### src/hw/rtl/kcl_pkg.sv
// ----------------------------------------------------------------------------
// kcl_pkg
// Shared widths, codes and types of the keypad code lock controller
// ----------------------------------------------------------------------------
package kcl_pkg;

   localparam int unsigned CODE_LENGTH_DEF = 6;
   localparam int unsigned SLOT_COUNT      = 20;

   localparam int unsigned OP_W     = 2;
   localparam int unsigned KEY_W    = 4;
   localparam int unsigned STATUS_W = 4;
   localparam int unsigned SLOT_W   = 5;
   localparam int unsigned LEN_W    = 3;
   localparam int unsigned ERR_W    = 8;
   localparam int unsigned MODE_W   = 3;

   localparam logic [KEY_W-1:0] KEY_STAR = 4'd14;
   localparam logic [KEY_W-1:0] KEY_HASH = 4'd15;
   localparam logic [KEY_W-1:0] KEY_ONE  = 4'd1;
   localparam logic [KEY_W-1:0] KEY_NINE = 4'd9;

   localparam logic [SLOT_W-1:0] SLOT_LAST = SLOT_W'(SLOT_COUNT - 1);
   localparam logic [SLOT_W-1:0] SLOT_TEN  = 5'd10;
   localparam logic [ERR_W-1:0]  ERR_MAX   = 8'hFF;

   typedef enum logic [OP_W-1:0] {
      OP_KEY    = 2'd0,
      OP_ENROLL = 2'd1,
      OP_DELETE = 2'd2,
      OP_UNUSED = 2'd3
   } op_type;

   typedef enum logic [STATUS_W-1:0] {
      ST_TAKEN    = 4'd0,
      ST_MATCH    = 4'd1,
      ST_MISMATCH = 4'd2,
      ST_CANCEL   = 4'd3,
      ST_NEW      = 4'd4,
      ST_CONF_BAD = 4'd5,
      ST_CONF_OK  = 4'd6,
      ST_STORED   = 4'd7,
      ST_CLEARED  = 4'd8,
      ST_IGNORED  = 4'd9
   } status_type;

   typedef enum logic [MODE_W-1:0] {
      MODE_VERIFY    = 3'd0,
      MODE_NEW       = 3'd1,
      MODE_CONFIRM   = 3'd2,
      MODE_ENROLL_ID = 3'd3,
      MODE_DELETE_ID = 3'd4
   } mode_type;

endpackage

### src/hw/rtl/kcl_if.sv
// ----------------------------------------------------------------------------
// kcl_req_if / kcl_rsp_if
// Valid/ready channels for keypad events and lock results
// ----------------------------------------------------------------------------
interface kcl_req_if
   import kcl_pkg::*;
();
   logic             valid;
   logic             ready;
   logic [OP_W-1:0]  operation;
   logic [KEY_W-1:0] key_code;

   modport source (output valid, output operation, output key_code, input ready);
   modport sink   (input valid, input operation, input key_code, output ready);
endinterface

interface kcl_rsp_if
   import kcl_pkg::*;
();
   logic                valid;
   logic                ready;
   logic [STATUS_W-1:0] status;
   logic [SLOT_W-1:0]   slot_index;
   logic [LEN_W-1:0]    entry_length;
   logic [ERR_W-1:0]    error_total;
   logic [MODE_W-1:0]   mode_now;

   modport source (output valid, output status, output slot_index, output entry_length,
                   output error_total, output mode_now, input ready);
   modport sink   (input valid, input status, input slot_index, input entry_length,
                   input error_total, input mode_now, output ready);
endinterface

### src/hw/rtl/keypad_code_lock_controller_unit.sv
// ----------------------------------------------------------------------------
// keypad_code_lock_controller_unit
// Keypad code lock: entry buffer, 20 stored code slots, enrollment, deletion
// ----------------------------------------------------------------------------
// Usage:
//   req_chan carries one keypad event or start command per item; rsp_chan
//   returns exactly one result item per request item, in order.
//   req_chan.ready is high only while the sequencer is idle; one item at a
//   time is worked on.
//   Most items pass through an execute step and a deliver step on their
//   way from acceptance to the result register.
//   The key that completes a code in verify mode starts a scan of the code
//   memory through one equality comparator, one slot per cycle with a
//   registered read; the scan runs through the last slot on a miss and
//   ends early on a match.
//   The result register lets the next item be accepted while a result waits;
//   if the receiver stalls, the following item holds in its deliver step
//   until the result register frees up.
//   Synchronous reset returns to verify mode with an empty entry, all slot
//   marks cleared and a zero error count; the code memory is not cleared
//   and no clearing pass is needed.
// ----------------------------------------------------------------------------
module keypad_code_lock_controller_unit
   import kcl_pkg::*;
#(
   parameter int unsigned CODE_LENGTH = CODE_LENGTH_DEF
) (
   input  logic     clock,
   input  logic     reset,
   kcl_req_if.sink   req_chan,
   kcl_rsp_if.source rsp_chan
);

   localparam int unsigned BUF_W = KEY_W * CODE_LENGTH;
   localparam logic [LEN_W:0] CODE_LEN_C = (LEN_W + 1)'(CODE_LENGTH);

   typedef enum logic [3:0] {
      S_IDLE = 4'b0001,
      S_EXEC = 4'b0010,
      S_SCAN = 4'b0100,
      S_DONE = 4'b1000
   } state_type;

   state_type          state_ff, state_in;
   mode_type           mode_ff, mode_in;
   logic [BUF_W-1:0]   buf_ff, buf_in;
   logic [LEN_W-1:0]   cnt_ff, cnt_in;
   logic [BUF_W-1:0]   pending_ff, pending_in;
   logic [1:0]         id_ff, id_in;
   logic [SLOT_COUNT-1:0] valid_ff, valid_in;
   logic [ERR_W-1:0]   err_ff, err_in;

   op_type             op_ff, op_in;
   logic [KEY_W-1:0]   key_ff, key_in;
   logic [BUF_W-1:0]   code_ff, code_in;
   status_type         status_ff, status_in;
   logic [SLOT_W-1:0]  slot_ff, slot_in;

   logic [SLOT_W-1:0]  idx_ff, idx_in;
   logic [SLOT_W-1:0]  cmp_idx_ff, cmp_idx_in;
   logic               live_ff, live_in;
   logic               last_ff, last_in;
   logic [BUF_W-1:0]   rd_data_ff;
   logic [BUF_W-1:0]   code_mem [SLOT_COUNT];

   logic               mem_we;
   logic [SLOT_W-1:0]  id_val;
   logic [BUF_W-1:0]   app_buf;
   logic [LEN_W:0]     cnt_plus;

   logic                rsp_valid_ff, rsp_valid_in;
   logic [STATUS_W-1:0] rsp_status_ff, rsp_status_in;
   logic [SLOT_W-1:0]   rsp_slot_ff, rsp_slot_in;
   logic [LEN_W-1:0]    rsp_len_ff, rsp_len_in;
   logic [ERR_W-1:0]    rsp_err_ff, rsp_err_in;
   logic [MODE_W-1:0]   rsp_mode_ff, rsp_mode_in;

   assign req_chan.ready = (state_ff == S_IDLE);

   assign app_buf  = (buf_ff << KEY_W) | BUF_W'(key_ff);
   assign cnt_plus = {1'b0, cnt_ff} + (LEN_W + 1)'(1);
   assign id_val   = id_ff[0] ? (SLOT_W'(key_ff) + SLOT_TEN) : SLOT_W'(key_ff);

   always_comb begin
      state_in     = state_ff;
      mode_in      = mode_ff;
      buf_in       = buf_ff;
      cnt_in       = cnt_ff;
      pending_in   = pending_ff;
      id_in        = id_ff;
      valid_in     = valid_ff;
      err_in       = err_ff;
      op_in        = op_ff;
      key_in       = key_ff;
      code_in      = code_ff;
      status_in    = status_ff;
      slot_in      = slot_ff;
      idx_in       = idx_ff;
      cmp_idx_in   = cmp_idx_ff;
      live_in      = live_ff;
      last_in      = last_ff;
      mem_we       = 1'b0;
      rsp_valid_in  = rsp_valid_ff && !rsp_chan.ready;
      rsp_status_in = rsp_status_ff;
      rsp_slot_in   = rsp_slot_ff;
      rsp_len_in    = rsp_len_ff;
      rsp_err_in    = rsp_err_ff;
      rsp_mode_in   = rsp_mode_ff;

      case (state_ff)
         S_IDLE: begin
            if (req_chan.valid) begin
               op_in    = op_type'(req_chan.operation);
               key_in   = req_chan.key_code;
               state_in = S_EXEC;
            end
         end
         S_EXEC: begin
            state_in  = S_DONE;
            status_in = ST_TAKEN;
            slot_in   = '0;
            if (op_ff inside {OP_ENROLL, OP_DELETE}) begin
               buf_in  = '0;
               cnt_in  = '0;
               id_in   = '0;
               mode_in = (op_ff == OP_ENROLL) ? MODE_NEW : MODE_DELETE_ID;
            end else if (op_ff == OP_UNUSED) begin
               status_in = ST_IGNORED;
            end else if (mode_ff inside {MODE_ENROLL_ID, MODE_DELETE_ID}) begin
               if (!id_ff[1]) begin
                  if (key_ff > KEY_ONE) begin
                     status_in = ST_IGNORED;
                  end else begin
                     id_in = {1'b1, key_ff[0]};
                  end
               end else if (key_ff > KEY_NINE) begin
                  status_in = ST_IGNORED;
               end else begin
                  id_in   = '0;
                  slot_in = id_val;
                  mode_in = MODE_VERIFY;
                  if (mode_ff == MODE_ENROLL_ID) begin
                     mem_we    = 1'b1;
                     valid_in  = valid_ff | (SLOT_COUNT'(1) << id_val);
                     status_in = ST_STORED;
                  end else begin
                     valid_in  = valid_ff & ~(SLOT_COUNT'(1) << id_val);
                     status_in = ST_CLEARED;
                  end
               end
            end else if (mode_ff inside {MODE_VERIFY, MODE_NEW, MODE_CONFIRM}) begin
               if (key_ff == KEY_HASH) begin
                  buf_in = '0;
                  cnt_in = '0;
                  if (mode_ff == MODE_CONFIRM) begin
                     mode_in   = MODE_NEW;
                     status_in = ST_CONF_BAD;
                  end else begin
                     mode_in   = MODE_VERIFY;
                     status_in = ST_CANCEL;
                  end
               end else if (key_ff == KEY_STAR) begin
                  if (cnt_ff != '0) begin
                     cnt_in = cnt_ff - LEN_W'(1);
                     buf_in = buf_ff >> KEY_W;
                  end
               end else if (cnt_plus >= CODE_LEN_C) begin
                  buf_in = '0;
                  cnt_in = '0;
                  case (mode_ff)
                     MODE_VERIFY: begin
                        code_in  = app_buf;
                        idx_in   = '0;
                        live_in  = 1'b0;
                        last_in  = 1'b0;
                        state_in = S_SCAN;
                     end
                     MODE_NEW: begin
                        pending_in = app_buf;
                        mode_in    = MODE_CONFIRM;
                        status_in  = ST_NEW;
                     end
                     default: begin
                        if (app_buf == pending_ff) begin
                           mode_in   = MODE_ENROLL_ID;
                           id_in     = '0;
                           status_in = ST_CONF_OK;
                        end else begin
                           mode_in   = MODE_NEW;
                           status_in = ST_CONF_BAD;
                        end
                     end
                  endcase
               end else begin
                  buf_in = app_buf;
                  cnt_in = cnt_plus[LEN_W-1:0];
               end
            end else begin
               status_in = ST_IGNORED;
            end
         end
         S_SCAN: begin
            // issue stage: read slot idx, compare stage: check previous slot
            live_in    = valid_ff[idx_ff];
            last_in    = (idx_ff == SLOT_LAST);
            cmp_idx_in = idx_ff;
            idx_in     = (idx_ff == SLOT_LAST) ? idx_ff : idx_ff + SLOT_W'(1);
            if (live_ff && rd_data_ff == code_ff) begin
               status_in = ST_MATCH;
               slot_in   = cmp_idx_ff;
               state_in  = S_DONE;
            end else if (last_ff) begin
               status_in = ST_MISMATCH;
               slot_in   = '0;
               err_in    = (err_ff == ERR_MAX) ? err_ff : err_ff + ERR_W'(1);
               state_in  = S_DONE;
            end
         end
         S_DONE: begin
            if (!rsp_valid_ff || rsp_chan.ready) begin
               rsp_valid_in  = 1'b1;
               rsp_status_in = status_ff;
               rsp_slot_in   = slot_ff;
               rsp_len_in    = cnt_ff;
               rsp_err_in    = err_ff;
               rsp_mode_in   = mode_ff;
               state_in      = S_IDLE;
            end
         end
         default: begin
            state_in = S_IDLE;
         end
      endcase
   end

   always_ff @(posedge clock) begin
      if (reset) begin
         state_ff     <= S_IDLE;
         mode_ff      <= MODE_VERIFY;
         buf_ff       <= '0;
         cnt_ff       <= '0;
         pending_ff   <= '0;
         id_ff        <= '0;
         valid_ff     <= '0;
         err_ff       <= '0;
         rsp_valid_ff <= 1'b0;
      end else begin
         state_ff     <= state_in;
         mode_ff      <= mode_in;
         buf_ff       <= buf_in;
         cnt_ff       <= cnt_in;
         pending_ff   <= pending_in;
         id_ff        <= id_in;
         valid_ff     <= valid_in;
         err_ff       <= err_in;
         rsp_valid_ff <= rsp_valid_in;
      end
   end

   always_ff @(posedge clock) begin
      op_ff         <= op_in;
      key_ff        <= key_in;
      code_ff       <= code_in;
      status_ff     <= status_in;
      slot_ff       <= slot_in;
      idx_ff        <= idx_in;
      cmp_idx_ff    <= cmp_idx_in;
      live_ff       <= live_in;
      last_ff       <= last_in;
      rsp_status_ff <= rsp_status_in;
      rsp_slot_ff   <= rsp_slot_in;
      rsp_len_ff    <= rsp_len_in;
      rsp_err_ff    <= rsp_err_in;
      rsp_mode_ff   <= rsp_mode_in;
   end

   // code memory, registered read
   always_ff @(posedge clock) begin
      if (mem_we) begin
         code_mem[id_val] <= pending_ff;
      end
      rd_data_ff <= code_mem[idx_ff];
   end

   assign rsp_chan.valid        = rsp_valid_ff;
   assign rsp_chan.status       = rsp_status_ff;
   assign rsp_chan.slot_index   = rsp_slot_ff;
   assign rsp_chan.entry_length = rsp_len_ff;
   assign rsp_chan.error_total  = rsp_err_ff;
   assign rsp_chan.mode_now     = rsp_mode_ff;

`ifndef SYNTHESIS
   a_cnt_below_len: assert property (@(posedge clock) disable iff (reset)
      {1'b0, cnt_ff} < CODE_LEN_C)
      else $error("entry count reached code length");

   a_scan_in_verify: assert property (@(posedge clock) disable iff (reset)
      state_ff == S_SCAN |-> mode_ff == MODE_VERIFY && cnt_ff == '0)
      else $error("scan outside verify mode or with held entry");

   a_err_monotonic: assert property (@(posedge clock) disable iff (reset)
      !$past(reset) |-> err_ff >= $past(err_ff))
      else $error("error count decreased");

   a_rsp_from_done: assert property (@(posedge clock) disable iff (reset)
      $rose(rsp_valid_ff) |-> $past(state_ff == S_DONE))
      else $error("result raised outside deliver step");
`endif

endmodule

### src/flat_wrapper.sv
// flat-port wrapper written by rule: the top's interface ports become plain ports
module keypad_code_lock_controller_unit_flat import kcl_pkg::*;
#(
   parameter int unsigned CODE_LENGTH = CODE_LENGTH_DEF
)
  (clock, reset, req_chan_valid, req_chan_operation, req_chan_key_code, req_chan_ready, rsp_chan_valid, rsp_chan_status, rsp_chan_slot_index, rsp_chan_entry_length, rsp_chan_error_total, rsp_chan_mode_now, rsp_chan_ready);
  kcl_req_if req_chan_i ();
  kcl_rsp_if rsp_chan_i ();
  input  logic clock;
  input  logic reset;
  input wire logic [$bits(req_chan_i.valid)-1:0] req_chan_valid;
  input wire logic [$bits(req_chan_i.operation)-1:0] req_chan_operation;
  input wire logic [$bits(req_chan_i.key_code)-1:0] req_chan_key_code;
  output wire logic [$bits(req_chan_i.ready)-1:0] req_chan_ready;
  output wire logic [$bits(rsp_chan_i.valid)-1:0] rsp_chan_valid;
  output wire logic [$bits(rsp_chan_i.status)-1:0] rsp_chan_status;
  output wire logic [$bits(rsp_chan_i.slot_index)-1:0] rsp_chan_slot_index;
  output wire logic [$bits(rsp_chan_i.entry_length)-1:0] rsp_chan_entry_length;
  output wire logic [$bits(rsp_chan_i.error_total)-1:0] rsp_chan_error_total;
  output wire logic [$bits(rsp_chan_i.mode_now)-1:0] rsp_chan_mode_now;
  input wire logic [$bits(rsp_chan_i.ready)-1:0] rsp_chan_ready;
  assign req_chan_i.valid = req_chan_valid;
  assign req_chan_i.operation = req_chan_operation;
  assign req_chan_i.key_code = req_chan_key_code;
  assign req_chan_ready = req_chan_i.ready;
  assign rsp_chan_valid = rsp_chan_i.valid;
  assign rsp_chan_status = rsp_chan_i.status;
  assign rsp_chan_slot_index = rsp_chan_i.slot_index;
  assign rsp_chan_entry_length = rsp_chan_i.entry_length;
  assign rsp_chan_error_total = rsp_chan_i.error_total;
  assign rsp_chan_mode_now = rsp_chan_i.mode_now;
  assign rsp_chan_i.ready = rsp_chan_ready;
  keypad_code_lock_controller_unit #(.CODE_LENGTH(CODE_LENGTH)) u_core (.clock(clock), .reset(reset), .req_chan(req_chan_i), .rsp_chan(rsp_chan_i));
endmodule
### config.mk
export PLATFORM = sky130hd
export DESIGN_NAME = keypad_code_lock_controller_unit_flat
export DESIGN_NICKNAME = d
export VERILOG_FILES = /design/src/hw/rtl/kcl_pkg.sv /design/src/hw/rtl/kcl_if.sv /design/src/hw/rtl/keypad_code_lock_controller_unit.sv /design/src/flat_wrapper.sv
export SDC_FILE = /design/constraint.sdc
export NUM_CORES = 1
export LEC_CHECK = 0
export BUFFER_PORTS_ARGS = -buffer_cell sky130_fd_sc_hd__buf_4
export CAP_MARGIN = 15
export CORE_MARGIN = 2
export CORE_UTILIZATION = 50
export CTS_CLUSTER_SIZE = 10
export DETAILED_ROUTE_END_ITERATION = 16
export PLACE_DENSITY = 0.68
export SLEW_MARGIN = 15
export SYNTH_ARGS = -nofsm -noshare
export SYNTH_HDL_FRONTEND = slang
export SYNTH_SLANG_ARGS = --single-unit
export TNS_END_PERCENT = 20
### constraint.sdc
create_clock -name clock -period 3.15 [get_ports clock]
set_clock_uncertainty 0.15 [all_clocks]
set_input_delay 0.63 -clock clock [delete_from_list [all_inputs] [get_ports clock]]
set_output_delay 0.63 -clock clock [all_outputs]
set_load 0.03 [all_outputs]
== Word-level counts from Yosys, hierarchy flattened ==
Memories as Yosys holds them, arrays and structs flattened. A register that Yosys moved wholly into a read port is not among the register bits.
Index checks and enable logic that the tools add are counted.
Widths: inputs -> output; s select.
Storage, ports and cells
  input bits: 10
  output and inout bits: 25
  memory bits (writable): 480
  logic and storage cells: 233
  memories kept: 1
  register bits: 163
Operators by class
  order comparisons: 4
  add/sub/neg operators: 5
  bitwise gates (word level): 12
  equality and inequality tests: 41
  multiplexer cells: 114
  reductions and logical operators: 31
  shift-type cells: 1
Memories
  u_core.code_mem: depth 20, bits a word 24, rd ports 1, clocked after Yosys merged registers in 1, wr ports 1, line keypad_code_lock_controller_unit.sv:64  | logic [BUF_W-1:0] code_mem [SLOT_COUNT];
Operators with widths (number)
  $mux 24: 8
  $mux 4: 25
  $mux 5: 17
  $mux 3: 19
  $eq 24x24->1: 2
  $mux 2: 14
  $reduce_and 9->1: 3
  $or 24x4->24: 1
  $mux 1: 21
  $and 20x20->20: 1
  $mux 20: 1
  $not 20->20: 1
  $or 20x20->20: 1
  $pmux 5 s2: 2
  $reduce_and 10->1: 2
  $shl 1x5->20 const A: 1
  $pmux 4 s2: 2
  $pmux 4 s4: 1
  $reduce_and 8->1: 2
  $ne 3x1->1 const B: 5
  $reduce_bool 3->1: 5
  $ne 2x2->1 const B: 7
  $eq 4x4->1 const B: 3
  $ne 2x1->1 const B: 6
  39 further kinds: 58

== Depth between registers and ports, before layout ==
Gate-level depths: netlist of the first run.
  depth after elaboration: 12
  depth in mapped cells: 9
  gate-level depth less buffers: 8

== Least setup slack after synthesis of the first run ==
OpenSTA, ideal clock, no wires.
  path kind: register -> register
  start point: register u_core.key_ff[2]
  end point: memory u_core.code_mem[17][0] in the netlist's numbering (enable)
  stages on the path, launching flop included: 6
  data required time: 2595 ps
  path buffers: 0
  arrival: 2712 ps
  period minus slack after synthesis: 3267 ps
  setup time: 405 ps
  setup slack: -117 ps
  cells stage by stage: edfxtp_1 -> ha_1 -> nand2b_1 -> xnor2_1 -> or4_1 -> nor2_1
Between the ends
  word-level cells in the longest chain between the ends: 9
  elaborated cells between the ends (all ways): 11
  classes of those cells: 1 x add/sub; 1 x order compare; 9 x mux
RTL lines
  start, declared: line keypad_code_lock_controller_unit.sv:54  | logic [KEY_W-1:0] key_ff, key_in;
  start signal, assigned: line keypad_code_lock_controller_unit.sv:262  | key_ff <= key_in;
  $gt 4x4->1: line keypad_code_lock_controller_unit.sv:136  | end else if (key_ff > KEY_NINE) begin
  $mux 1: line keypad_code_lock_controller_unit.sv:136
  $mux 1: line keypad_code_lock_controller_unit.sv:130  | if (!id_ff[1]) begin
  $mux 1: line keypad_code_lock_controller_unit.sv:129  | end else if (mode_ff inside {MODE_ENROLL_ID, MODE_DELETE_ID}) begin
  $mux 1: line keypad_code_lock_controller_unit.sv:127  | end else if (op_ff == OP_UNUSED) begin
  $mux 1: line keypad_code_lock_controller_unit.sv:122  | if (op_ff inside {OP_ENROLL, OP_DELETE}) begin
  $mux 1: line keypad_code_lock_controller_unit.sv:110  | case (state_ff)
  $mux 1: line keypad_code_lock_controller_unit.sv:279  | if (mem_we) begin
  $mux 1 (implied by the code): line keypad_code_lock_controller_unit.sv:280  | code_mem[id_val] <= pending_ff;
  end, declared: line keypad_code_lock_controller_unit.sv:64
Parallel ways exist; a longest one is shown, timed or not.

== Worst setup path after layout of the first run ==
  start point: register u_core.cnt_ff[0]
  end point: register u_core.idx_ff[4] (enable)
Between the ends
  word-level cells in the longest chain between the ends: 4
RTL lines
  start, declared: line keypad_code_lock_controller_unit.sv:47  | logic [LEN_W-1:0] cnt_ff, cnt_in;
  start signal, assigned: line keypad_code_lock_controller_unit.sv:251  | cnt_ff <= cnt_in;
  $add 3x1->4: line keypad_code_lock_controller_unit.sv:81  | assign cnt_plus = {1'b0, cnt_ff} + (LEN_W + 1)'(1);
  $ge 4x3->1: line keypad_code_lock_controller_unit.sv:167  | end else if (cnt_plus >= CODE_LEN_C) begin
  $ne 2x1->1 (no source line)
  $reduce_and 10->1 (no source line)
  end signal, assigned: line keypad_code_lock_controller_unit.sv:266  | idx_ff <= idx_in;
  end, declared: line keypad_code_lock_controller_unit.sv:59  | logic [SLOT_W-1:0] idx_ff, idx_in;
No other way between the ends.
A chain may end at the register's enable or synchronous reset.

==> run metrics, run 1 <==
global placement routability congestion=0.836; CTS buffer count=77; total routing resource utilization after global routing=0.225; final number of setup-violating endpoints=0; critical path capture point type=flop; max-slew violations=0; crit path launch=u_core.cnt_ff[0]; count of port buffers added during placement=34; pin count of the biggest net entering global routing=71; iteration count of the initial detailed-routing pass=6; DR WL/cell=25.1 um; part of the total power dissipated in the clock network=0.452; min-delay worst type=in2reg; total vias in the final route=14099; share of async-settable or async-resettable flops after synthesis=0; slew at the pin closest to its max-slew limit=989 ps; biggest cell delay along the critical path=500 ps; leakage power total=10.1 nW; Initial DRC Count=1627; count of cell types in the netlist=71; leading cell types in the layout, fill and taps excluded=edfxtp_1, mux4_2, dfxtp_1, buf_4, nor2_1; Overall Power=17.7 mW; total number of nets in the final design=1627; relative slew slack=0.341; DRC violations left=0; PD cells=583 nW/um^2; total placed cells including tap cells=2215; CTS HTree Levels=3; hold path startpoint=req_chan_key_code[3]; critical path, cell by cell=ha_1, xor2_1, a32o_1, nand3_1, or2_2, a21oi_1; DRT Wirelength=59200 um; required time of the critical path=3230 ps; switching power of the nets=3.51 mW; sw frac=0.198; clock tree from TritonCTS=yes; fraction of layout instances using a drive strength above 1=0.250; combinational share of power=0.013; global-route wire length before repair=89800 um; Total Die Area=54600 sq um; Max VDD drop=368 uV; count of boundary I/O pins=35; f_max=342 MHz; number of flops mapped to enable cells by yosys=554; Site Rows=84; flop2flop setup slack=230 ps; cell count of the worst hold path=1; initial cell density of the core=0.504; number of cells produced by synthesis=1492; Worst R2R Path Depth=6; Antenna Violating Nets Remaining=0; root buffer cell=clkbuf_16; aggregate global routing overflow=0; Core Region=52300 sq um; area delta synth->final=15.0%; endpoint of the most critical register-to-register path=u_core.idx_ff[4]; Finished Core Util=0.580; sequential share of power=0.534; crit path max fanout=8; Fin. Hold Viols=0; Post-Synthesis Net Count=1513; setup tns final=0 ps; via count of the first global-routing pass=14422; Final Cycle Share=0.927; horizontal die dimension=234 um; flop and latch count out of synthesis=667; primary flip-flop cell chosen by synthesis mapping=edfxtp_1; Pint=14.2 mW; type of the setup path with the least slack=reg2reg; critical path's slowest cell=a21oi_1; maximum root-to-sink buffer count=3; # Max-Cap Violations=0; clock latency on the worst-skew pair=610 ps; Buffers & Inverters on Critical Path=0; Yosys warning count=0; Detailed Place HPWL=34800 um; FF/Latch Area=18900 sq um; sequential cell area fraction in the yosys report=0.716; Worst-path clk slew=50 ps; data arrival time at the worst-slack endpoint=3000 ps; initial antenna violation count=0; leading cell type in the layout, fill and taps excluded=edfxtp_1; category of the worst setup path launch point=flop; result of the run=completed; Via density=5.98; worst min-delay path endpoint=u_core.key_ff[3]; start of the worst register-to-register path=u_core.cnt_ff[0]; unrepaired setup endpoints after global routing=no; number of hold buffers added after cts=0; multi-input gate area in the final layout=7210 sq um; area of the mapped netlist=26400 sq um; total of fill cells in the finished design=3888; minimum clock period after layout=2920 ps; Top delay family on crit path=compound AO/OA/AOI/OAI gates; synthesized area per cell=17.7 sq um; antenna diode instance count=0; count of non-filler cells in the finished layout=2358; number of sinks driven by the clock tree=667; die span in y=234 um
logic make-up after synthesis:
logic type,synth area share
simple gates,0.0595
mux,0.149
buf+inv,0.0157
compound gates,0.0350
xor+xnor,0.0189
flops,0.716
fa+ha+maj,0.00522
layer usage:
| metal | global-route usage | wire [um] | up-vias |
|---|---|---|---|
| met3 | 0.0442 | 4300 | 104 |
| met5 | 0 | 0 | - |
| li1 | - | - | 6153 |
| met1 | 0.307 | 24500 | 7290 |
| met4 | 0.0807 | 1740 | 0 |
| met2 | 0.362 | 28700 | 552 |
synthesized netlist by cell type (all sizes together) (7+ instances only):
| library cell | n | share of area |
|---|---|---|
| nand4 | 12 | 0.0028 |
| ha | 11 | 0.0052 |
| nor2 | 106 | 0.015 |
| edfxtp | 554 | 0.63 |
| a22oi | 22 | 0.0063 |
| xor2 | 27 | 0.0090 |
| inv | 9 | 0.0013 |
| buf | 26 | 0.0061 |
| dfxtp | 113 | 0.086 |
| o21ai | 34 | 0.0066 |
| a21oi | 39 | 0.0074 |
| nand2 | 78 | 0.011 |
| nor2b | 9 | 0.0021 |
| mux2 | 24 | 0.010 |
| nand2b | 16 | 0.0038 |
| nor4 | 13 | 0.0041 |
| clkbuf | 56 | 0.0080 |
| mux2i | 29 | 0.011 |
| mux4 | 150 | 0.13 |
| nor3 | 8 | 0.0015 |
| nand3 | 49 | 0.0093 |
| xnor2 | 30 | 0.010 |
| and2 | 7 | 0.0017 |
metrics by stage:
step	setup slack (ps)	hold slack, ps	cell area [sq um]
6_report	228	57.4	30300
5_1_grt	110	49.5	30300
3_3_place_gp	283	252	28100
3_5_place_dp	271	263	28100
4_1_cts	259	33.6	30300
2_1_floorplan	-117	250	26400
cell type report:
| class | count | area share |
|---|---|---|
| sequential | 667 | 0.623 |
| multi-input combinational | 733 | 0.238 |
| clock buffer | 137 | 0.0720 |
| timing repair buffer | 117 | 0.0356 |
| tap | 688 | 0.0284 |
| clock inverter | 6 | 0.00186 |
| inverter | 10 | 0.00140 |
flip-flops by register name (all words and copies together) (netlist names), named ones only:
register and count:
u_core.buf_ff 24, u_core.pending_ff 24, u_core.slot_ff 5, u_core.key_ff 4, u_core.rsp_chan.error_total 8, u_core.mode_ff 3, u_core.cnt_ff 3, u_core.id_ff 2
u_core.rsp_chan.mode_now 3, u_core.rd_data_ff 24, u_core.status_ff 4, u_core.state_ff 4, u_core.rsp_chan.slot_index 5, u_core.code_mem 480, u_core.idx_ff 5, u_core.last_ff 1
u_core.op_ff 2, u_core.rsp_chan.valid 1, u_core.live_ff 1, u_core.cmp_idx_ff 5, u_core.rsp_chan.status 4, u_core.rsp_chan.entry_length 3, u_core.code_ff 24, u_core.err_ff 8
repair_timing:
| action | in CTS | in global routing |
|---|---|---|
| hold endpoints to repair | 0 | 0 |
| gates resized for setup | 0 | 1 |
| endpoints found under the setup margin | 0 | 1 |
| setup buffers | 0 | 0 |
power by group through the flow:
stage,clock network [mW],logic (mW),registers (mW)
after detailed placement,0,0.228,9.64
after global placement,0,0.228,9.64
final,8.00,0.233,9.45
after CTS,8.13,0.229,9.45
after global routing,8.50,0.251,9.45
after floorplan,0,0.136,9.63
worst max-delay path by stage:
stage	endpoint	slack (ps)	cells past startpoint
after floorplan	u_core.code_mem[17][0]	-120	5
after global placement	u_core.status_ff[0]	280	6
after detailed placement	u_core.status_ff[0]	270	6
after CTS	u_core.status_ff[0]	260	6
after global routing	u_core.status_ff[0]	110	6
final	u_core.idx_ff[4]	230	6
No activity file was read; power rests on OpenSTA's default activity.
==> run 2: changes to the inputs <==
--- a/config.mk
+++ b/config.mk
@@ -12,6 +12,7 @@
 export CTS_CLUSTER_SIZE = 10
 export DETAILED_ROUTE_END_ITERATION = 16
 export PLACE_DENSITY = 0.68
+export REMOVE_ABC_BUFFERS = 1
 export SLEW_MARGIN = 15
 export SYNTH_ARGS = -nofsm -noshare
 export SYNTH_HDL_FRONTEND = slang
==> run 2 against run 1 <==
Largest cell class unchanged. Largest power group unchanged. Critical endpoint is now u_core.status_ff[1]. Sequential cell count did not move. Sequential share of layout area fell by 0.29 points. Non-clock buffer count fell by 11. Final cell count fell by 0.85%. Die area did not move.
==> run metrics, run 2 (synthesis gave the netlist of run 1 again) <==
Antenna Violating Nets Remaining=0 (unchanged); Max VDD drop=496 uV (+35%); Final Cycle Share=0.918 (-0.00957); die span in y=234 um (unchanged); DR WL/cell=25.7 um (+2.2%); total routing resource utilization after global routing=0.226 (+0.000874); relative slew slack=0.431 (+0.0900); # Max-Cap Violations=0 (unchanged); initial cell density of the core=0.504 (unchanged); antenna diode instance count=0 (unchanged); via count of the first global-routing pass=13990 (-3.0%); total vias in the final route=14007 (-0.65%); CTS HTree Levels=3 (unchanged); global-route wire length before repair=89300 um (-0.57%); aggregate global routing overflow=0 (unchanged); f_max=346 MHz (+1.0%); clock latency on the worst-skew pair=620 ps (about the same); result of the run=completed; crit path max fanout=22 (+14); initial antenna violation count=0 (unchanged); pin count of the biggest net entering global routing=66 (-7.0%); # resized after CTS=0 (unchanged); category of the worst setup path launch point=flop; cell count of the worst hold path=1 (unchanged); Fin. Hold Viols=0 (unchanged); global placement routability congestion=0.884 (+5.8%); max-slew violations=0 (unchanged); number of buffers inserted by post-CTS setup repair=0 (unchanged); endpoint of the most critical register-to-register path=u_core.status_ff[1]; final number of setup-violating endpoints=0 (unchanged); hold path startpoint=req_chan_operation[1]; Min Hold Slack=45.3 ps (-12.1 ps); Worst-path clk slew=60 ps (about the same); post-route worst setup slack=259 ps (+30.2 ps); maximum root-to-sink buffer count=3 (unchanged); DRC violations left=0 (unchanged); worst min-delay path endpoint=u_core.op_ff[1]; type of the setup path with the least slack=reg2reg; DRT Wirelength=60000 um (+1.3%); root buffer cell=clkbuf_16; CTS buffer count=77 (unchanged); flop2flop setup slack=260 ps (+30 ps); iteration count of the initial detailed-routing pass=5 (-1); fraction of layout instances using a drive strength above 1=0.246 (-0.00364); worst setup slack after placement=314 ps (+43.6 ps); Initial DRC Count=1481 (-9.0%); critical path capture point type=flop; max reg flops=480 (unchanged); count of boundary I/O pins=35 (unchanged); Worst R2R Path Depth=6 (unchanged); clock tree from TritonCTS=yes; number of sinks driven by the clock tree=667 (unchanged); PD cells=581 nW/um^2 (-0.44%); min-delay worst type=in2reg; Detailed Place HPWL=33900 um (-2.5%); area delta synth->final=15.5%; Via density=5.99 (+0.20%); count of port buffers added during placement=34 (unchanged); Site Rows=84 (unchanged); number of hold buffers added after cts=0 (unchanged); leakage power total=10.1 nW (about the same); leading cell types in the layout, fill and taps excluded=edfxtp_1, mux4_2, dfxtp_1, nor2_1, clkbuf_16; unrepaired setup endpoints after global routing=no; largest register by flop count=u_core.code_mem; start of the worst register-to-register path=u_core.pending_ff[3]; Total Die Area=54600 sq um (unchanged); data arrival time at the worst-slack endpoint=3190 ps (+190 ps); required time of the critical path=3450 ps (+220 ps); leading cell type in the layout, fill and taps excluded=edfxtp_1; Core Region=52300 sq um (unchanged); slew at the pin closest to its max-slew limit=853 ps (-136 ps); horizontal die dimension=234 um (unchanged); minimum clock period after layout=2890 ps (-30.2 ps); total number of nets in the final design=1616 (-0.68%)
## run 2: power by group
part	switching, mW	total [mW]	internal [mW]
Sequential	0.0168	9.46	9.44
Combinational	0.159	0.229	0.0700
Clock	3.34	8.01	4.67
Total	3.51	17.7	14.2
## run 2: how the worst max path moves through the flow
stage | from | to | slack (ps) | cells after the start
2_1_floorplan | u_core.idx_ff[0] | u_core.live_ff | -3480 | 4
3_3_place_gp | u_core.pending_ff[3] | u_core.status_ff[1] | 390 | 6
3_5_place_dp | u_core.pending_ff[3] | u_core.status_ff[1] | 310 | 6
4_1_cts | u_core.pending_ff[3] | u_core.status_ff[1] | 290 | 6
5_1_grt | u_core.pending_ff[3] | u_core.status_ff[1] | 20 | 6
6_report | u_core.pending_ff[3] | u_core.status_ff[1] | 260 | 6
## run 2: critical path, cell delays in order (launching register included)
cell and delay (ps):
dfxtp_1 790, xor2_1 230, nor4_1 480, nand4_1 290, nor3_1 490, a31oi_1 150
o21ai_0 160
## run 2: per-layer routing
metal	part of all wire	global-route usage
met1	0.41	0.308
met4	0.028	0.0716
met2	0.49	0.366
met3	0.071	0.0483
met5	0	0
## run 2: layout make-up
cell class              count  area [sq um]
repair buffers            106          1180
clock inverters             8           111
fillers                  3895         21900
clock buffers             126          2150
well taps                 688           861
inverters                  10          42.5
flip-flops and latches    667         18900
multi-input cells         733          7220
## run 2: per-stage QoR
step	utilization	power (mW)	instance area (sq um)	TNS, ps	cells
final	0.582	17.7	30500	0	2338
after global routing	0.582	18.2	30500	0	2338
after detailed placement	0.539	9.86	28200	0	2204
after global placement	0.539	9.86	28200	0	2204
after CTS	0.582	17.8	30500	0	2338
after floorplan	-	9.75	26000	-317550	1410
